**src/hw/rtl/ppt_pkg.sv**
```systemverilog
package ppt_pkg;

   localparam int CoordWidth   = 32;
   localparam int AngleWidth   = 16;
   localparam int CordicStages = 16;

   // angles are widened to a full-turn word before the cordic
   localparam int TurnWidth   = 32;
   localparam int CordicWidth = TurnWidth + 1;
   localparam int TrigWidth   = CordicWidth + 1;
   localparam int OpWidth     = CoordWidth + 1;
   localparam int ProdWidth   = OpWidth + TrigWidth;
   localparam int SumWidth    = ProdWidth + 1;
   localparam int FracBits    = 30;
   localparam int ScaledWidth = SumWidth - FracBits;
   localparam int ResWidth    = ScaledWidth + 1;

   // 0.6072529350 in q2.30
   localparam int CordicGain = 652032874;

   localparam logic CmdRelative = 1'b0;
   localparam logic CmdCompose  = 1'b1;

   typedef struct packed {
      logic signed [CordicWidth-1:0] x;
      logic signed [CordicWidth-1:0] y;
      logic signed [CordicWidth-1:0] z;
   } cordic_type;

   typedef struct packed {
      logic                         command;
      logic                         flip;
      logic signed [OpWidth-1:0]    op_a;
      logic signed [OpWidth-1:0]    op_b;
      logic signed [CoordWidth-1:0] base_x;
      logic signed [CoordWidth-1:0] base_y;
      logic [AngleWidth-1:0]        heading;
   } side_type;

   // arctan(2^-i) as a fraction of one turn, 2^32 = full turn
   function automatic logic [TurnWidth-1:0] atan_turn(input int unsigned idx);
      logic [31:0] val;
      case (idx)
         0:       val = 32'h2000_0000;
         1:       val = 32'h12E4_051E;
         2:       val = 32'h09FB_385B;
         3:       val = 32'h0511_11D4;
         4:       val = 32'h028B_0D43;
         5:       val = 32'h0145_D7E1;
         6:       val = 32'h00A2_F61E;
         7:       val = 32'h0051_7C55;
         8:       val = 32'h0028_BE53;
         9:       val = 32'h0014_5F2F;
         10:      val = 32'h000A_2F98;
         11:      val = 32'h0005_17CC;
         12:      val = 32'h0002_8BE6;
         13:      val = 32'h0001_45F3;
         14:      val = 32'h0000_A2FA;
         15:      val = 32'h0000_517D;
         16:      val = 32'h0000_28BE;
         17:      val = 32'h0000_145F;
         18:      val = 32'h0000_0A30;
         19:      val = 32'h0000_0518;
         20:      val = 32'h0000_028C;
         21:      val = 32'h0000_0146;
         22:      val = 32'h0000_00A3;
         23:      val = 32'h0000_0051;
         default: val = 32'h0000_0000;
      endcase
      return TurnWidth'(val);
   endfunction

endpackage

```
**src/hw/rtl/ppt_front.sv**
```systemverilog
module ppt_front (
   input  logic                                 clock,
   input  logic                                 reset,
   input  logic                                 in_valid,
   input  logic                                 command,
   input  logic signed [ppt_pkg::CoordWidth-1:0] base_x,
   input  logic signed [ppt_pkg::CoordWidth-1:0] base_y,
   input  logic signed [ppt_pkg::AngleWidth-1:0] base_heading,
   input  logic signed [ppt_pkg::CoordWidth-1:0] other_x,
   input  logic signed [ppt_pkg::CoordWidth-1:0] other_y,
   input  logic signed [ppt_pkg::AngleWidth-1:0] other_heading,
   output logic                                 out_valid,
   output ppt_pkg::cordic_type                  out_vec,
   output ppt_pkg::side_type                    out_side
);

   localparam int TW = ppt_pkg::TurnWidth;

   logic                    valid_ff;
   ppt_pkg::cordic_type     vec_ff, vec_in;
   ppt_pkg::side_type       side_ff, side_in;
   logic [TW-1:0]           turn;
   logic [TW-1:0]           probe;
   logic [TW-1:0]           folded;
   logic                    flip;

   always_comb begin
      turn   = {base_heading, (TW - ppt_pkg::AngleWidth)'(0)};
      // angles outside [-pi/2, pi/2) are moved by half a turn
      probe  = turn + (TW'(1) << (TW - 2));
      flip   = probe[TW-1];
      folded = flip ? {~turn[TW-1], turn[TW-2:0]} : turn;

      vec_in.x = ppt_pkg::CordicWidth'(ppt_pkg::CordicGain);
      vec_in.y = '0;
      vec_in.z = ppt_pkg::CordicWidth'($signed(folded));

      side_in.command = command;
      side_in.flip    = flip;
      side_in.base_x  = base_x;
      side_in.base_y  = base_y;
      if (command == ppt_pkg::CmdCompose) begin
         side_in.op_a    = ppt_pkg::OpWidth'(other_x);
         side_in.op_b    = ppt_pkg::OpWidth'(other_y);
         side_in.heading = base_heading + other_heading;
      end else begin
         side_in.op_a    = ppt_pkg::OpWidth'(other_x) - ppt_pkg::OpWidth'(base_x);
         side_in.op_b    = ppt_pkg::OpWidth'(other_y) - ppt_pkg::OpWidth'(base_y);
         side_in.heading = other_heading - base_heading;
      end
   end

   always_ff @(posedge clock) begin
      if (reset) begin
         valid_ff <= 1'b0;
      end else begin
         valid_ff <= in_valid;
      end
   end

   always_ff @(posedge clock) begin
      vec_ff  <= vec_in;
      side_ff <= side_in;
   end

   assign out_valid = valid_ff;
   assign out_vec   = vec_ff;
   assign out_side  = side_ff;

endmodule

```
**config.mk**
```make
export PLATFORM = sky130hd
export DESIGN_NAME = ppt_front
export DESIGN_NICKNAME = d
export VERILOG_FILES = /design/src/hw/rtl/ppt_pkg.sv /design/src/hw/rtl/ppt_front.sv
export SDC_FILE = /design/constraint.sdc
export NUM_CORES = 1
export LEC_CHECK = 0
export BUFFER_PORTS_ARGS = -buffer_cell sky130_fd_sc_hd__buf_2
export CELL_PAD_IN_SITES_DETAIL_PLACEMENT = 1
export CELL_PAD_IN_SITES_GLOBAL_PLACEMENT = 1
export CORE_ASPECT_RATIO = 1.5
export CORE_UTILIZATION = 37
export CTS_CLUSTER_DIAMETER = 200
export DETAILED_ROUTE_END_ITERATION = 10
export PLACE_DENSITY = 0.87
export SLEW_MARGIN = 0
export SYNTH_ARGS = -nofsm -noshare
export SYNTH_HDL_FRONTEND = slang
export SYNTH_SLANG_ARGS = --single-unit
export TNS_END_PERCENT = 100
```
**constraint.sdc**
```tcl
create_clock -name clock -period 6.6 [get_ports clock]
set_input_delay 0.66 -clock clock [delete_from_list [all_inputs] [get_ports clock]]
set_output_delay 0.66 -clock clock [all_outputs]
set_load 0.005 [all_outputs]
```
== Word-level counts from Yosys, hierarchy flattened ==
Index checks and enable logic that the tools add are counted.
Cells by class
  add/sub/neg operators: 5
  mux-type cells: 3
  bitwise operators: 1
Operators by type and width (count)
  $mux W66: 1
  $sub A32 B32 Y33: 2
  $add A32 B31 Y32 const B: 1
  $mux W32: 1
  $add A16 B16 Y16: 1
  $mux W16: 1
  $sub A16 B16 Y16: 1
  $not A1 Y1: 1
Storage, ports and cells
  register bits after elaboration: 181
  input port bits: 164
  output and inout port bits: 248

== Logic depth before layout (Yosys ltp) ==
  depth after elaboration: 2
  mapped depth: 14
  mapped depth without buffers: 14

== Worst setup path after synthesis ==
No wires, ideal clock.
  path kind: input port to flip-flop
  start: input command
  end: register side_ff (netlist bit out_side[14])
  setup time: 72 ps
  arrival time: 3364 ps
  data required time: 6528 ps
  slack: 3164 ps
  stages on the path: 12
  buffers on the path: 3
  cell sequence: clkbuf_1 > clkbuf_1 > buf_1 > mux2_2 > fa_1 > a21o_1 > a21oi_1 > o21ai_0 > a21oi_1 > o31ai_1 > a21oi_1 > xnor2_1
RTL lines
  start: declaration: RTL line ppt_front.sv:5  | input logic command,
  end signal: assignment: RTL line ppt_front.sv:63  | side_ff <= side_in;
  end: declaration: RTL line ppt_front.sv:21  | ppt_pkg::side_type side_ff, side_in;

==> summary.md <==
| Metric | Value |
|---|---|
| Worst endpoint required time | `6.98 ns` |
| Post-synth EDFFs | `0` |
| Final slew viol count | `0` |
| Core Rows | `between 70 and 80` |
| Sequential Area | `0.003303 mm2` |
| Yosys top cell area share | `roughly 34%` |
| Area of the multi-input gates | `0.005539 mm2` |
| DR pass1 iterations | `4` |
| Synth cell count leaders | `dfxtp_1, nand2_1, inv_1, buf_4, ha_1` |
| Postcts setup bufs | `0` |
| Final Hold Viols | `0` |
| Max Cap Viol | `0` |
| Final hold slack | `0.3112 ns` |
| Min Tclk post-route | `roughly 3.8 ns` |
| Outcome | `finished, final reports clean` |
| Max Used Layer | `met5` |
| Worst Hold End | `out_side[27]` |
| Layout Nets | `~1700` |
| Biggest area consumer among synthesized cells | `dfxtp_1` |
| Hold path cells | `1` |
| Area after DPL | `roughly 0.011 mm2` |
| Synth Warn # | `0` |
| Initial antenna violation count | `8` |
| Startpoint types | `input port` |
| Max Root-Sink Buffers | `2` |
| Largest cells by area after synthesis | `dfxtp_1, ha_1, buf_4` |
| Crit path max fanout | `4` |
| Synth Flop Type | `dfxtp_1` |
| Crit. End Element | `flop` |
| Cell area after synthesis | `slightly below 0.01 mm2` |
| I/O Pins | `412` |
| Count of cell types in the netlist | `74` |
| Worst slew pin tran | `roughly 0.8 ns` |
| Antenna-violating nets left | `0` |
| Area of the core | `between 0.02 and 0.03 mm2` |
| FILL cells | `3255` |
| Avg WL per Cell | `18.42 um` |
| Die Area | `between 0.02 and 0.03 mm2` |
| Drt initial violations | `319` |
| DRC | `0` |
| CP Data Arrival Time | `roughly 4.2 ns` |
| RSZ-0062 raised after global routing | `false` |
| FFs w/ async S/R, synth | `0%` |
| Vias in the first global route | `9784` |
| Die height | `200.0 um` |
| Synth-to-layout area growth | `22.86%` |
| Setup tns final | `0 ns` |
| CTS clk-pin slew, worst paths | `~0.070 ns` |
| Hold Crit Start | `base_y[11]` |
| Final setup violation count | `0` |
| GP Congestion | `around 0.87` |
| Final Cell Area | `0.01188 mm2` |
| Vias/cell | `5.217` |
| Mean Syn Cell Area | `8.452 um2` |
| Worst Setup Path Type | `input port to flop` |
| F_max | `between 200 and 300 MHz` |
| Pre-CTS WS | `2.436 ns` |
| Register area share after synthesis | `about a third` |
| PD cells | `254.3 mW/mm2` |
| H-tree Lvls | `4` |
| CTS tree | `done` |
| Register bit count reported by yosys | `165` |
| Relative max-transition margin | `45.54%` |
| DR vias | `9411` |
| Most frequent cell after synthesis | `dfxtp_1` |
| Cell count after synthesis | `1144` |
| Hold Crit Class | `input port to flop` |
| CTS Buf Count | `17` |
| Hold_buf cts | `0` |
| DR WL met2 | `18150 um` |
| First-pass GRT wire length | `50550 um` |
| Period utilization | `57.20%` |
| IO buf count | `329` |
| Total GRT Usage | `roughly a quarter` |
| Final worst slack | `2.825 ns` |
| CTS root buf | `clkbuf_16` |
| Hpwl dp | `26170 um` |
| Detailed Route WL | `33230 um` |
| Met3 wire length | `between 1500 and 2000 um` |
| CTS sink count | `between 150 and 200` |
| Gr ovfl total | `0` |
| Layout cells sized above 1 | `25.51%` |
| Lkg Pwr | `5.924 nW` |
| Placed cell count | `1767` |
| VDD IR-drop max | `0.1887 mV` |
| Resize count post-CTS | `0` |
| Largest net degree at the start of global routing | `between 80 and 90` |
| Non-Filler Instances | `1804` |
| Starting Density | `between 30% and 40%` |
| Die Wd | `about 130 um` |
| Wire length on met1 | `~12000 um` |
[cells by family after synthesis]
group                    synth area share, %
AO/OA/AOI/OAI                          22.30
AND/OR/NAND/NOR                        13.48
buffers and inverters                  11.66
flip-flops                             34.16
adder cells (fa/ha/maj)                11.36
XOR/XNOR                               5.978
multiplexers                          0.9834
other                                0.07767
[power breakdown]
| part | total (W) | switching [W] | internal (W) |
|---|---|---|---|
| registers | 0.00114 | 0.0000311 | 0.00111 |
| clock network | 0.00105 | 0.000475 | 0.000579 |
| logic | 0.000825 | 0.000479 | 0.000346 |
| total | 0.00302 | 0.000985 | 0.00204 |
[critical path, cell delays in order]
cell	delay, ns
buf_2	0.12
inv_1	0.05
ha_1	0.16
nor3b_1	0.53
nor4b_1	0.58
nor2_1	0.11
xnor2_1	0.23
ha_1	0.27
a21oi_1	0.22
nor2b_1	0.09
a2111oi_0	0.39
o21ai_0	0.21
a21o_1	0.19
a21oi_1	0.19
xnor2_1	0.15
[per-layer routing]
metal / vias to the layer above / GRT usage (%)
met3: 65 / 5.051
met1: 4498 / 23.93
met5: - / 0
li1: 4477 / -
met2: 367 / 47.65
met4: 4 / 13.22
[per-stage QoR]
step / util (%) / power (W)
finish: 46.11 / 0.003021
global route: 46.10 / 0.003166
CTS: 46.06 / 0.003037
detailed placement: 43.72 / 0.001973
global placement: 43.72 / 0.001937
floorplan: - / 0.001680
[cell type report]
class / instances / area share [%]
multi-input cells: 847 / 46.62
flip-flops and latches: 165 / 27.80
repair buffers: 331 / 14.01
clock buffers: 18 / 3.697
inverters: 91 / 2.875
well taps: 333 / 3.507
diodes: 5 / 0.1053
clock inverters: 14 / 1.380
[flip-flops by register name, indices dropped and copies added (netlist names)]
name       count
out_side     148
out_vec       16
out_valid      1
[how the worst max path moves through the flow]
stage | start | endpoint | slack (ns) | cells after the start
floorplan | command | out_side[14] | 3.16 | 12
global placement | base_heading[0] | out_side[15] | 2.63 | 15
detailed placement | base_heading[0] | out_side[15] | 2.44 | 15
CTS | base_heading[0] | out_side[15] | 2.88 | 15
global route | base_heading[0] | out_side[15] | 2.47 | 15
finish | base_heading[0] | out_side[15] | 2.83 | 15
[cells in the final DEF (no fill, tap or decap), types with 4 or more instances in the layout]
master and instances:
diode_2 5, nand4_1 8, and2_1 6, o22ai_1 7
or3_1 7, a311oi_1 5, o21bai_1 8, a21oi_1 73
dfxtp_1 165, a31oi_1 7, inv_6 5, inv_1 90
a211oi_1 17, nand2_1 107, a21o_1 31, ha_1 83
and3_1 6, xnor2_1 33, o21ai_1 21, o21ai_0 66
buf_2 328, mux2_2 4, nor3_1 20, mux2i_1 5
nor2b_1 13, o211ai_1 13, o21a_1 16, nor3b_1 5
a2111oi_0 4, o31a_1 7, nand2b_1 11, clkbuf_16 17
conb_1 82, xor2_1 33, nor4_1 4, o31ai_1 11
nor2_1 58, nand3_1 17
(Power assumes the default switching activity.)
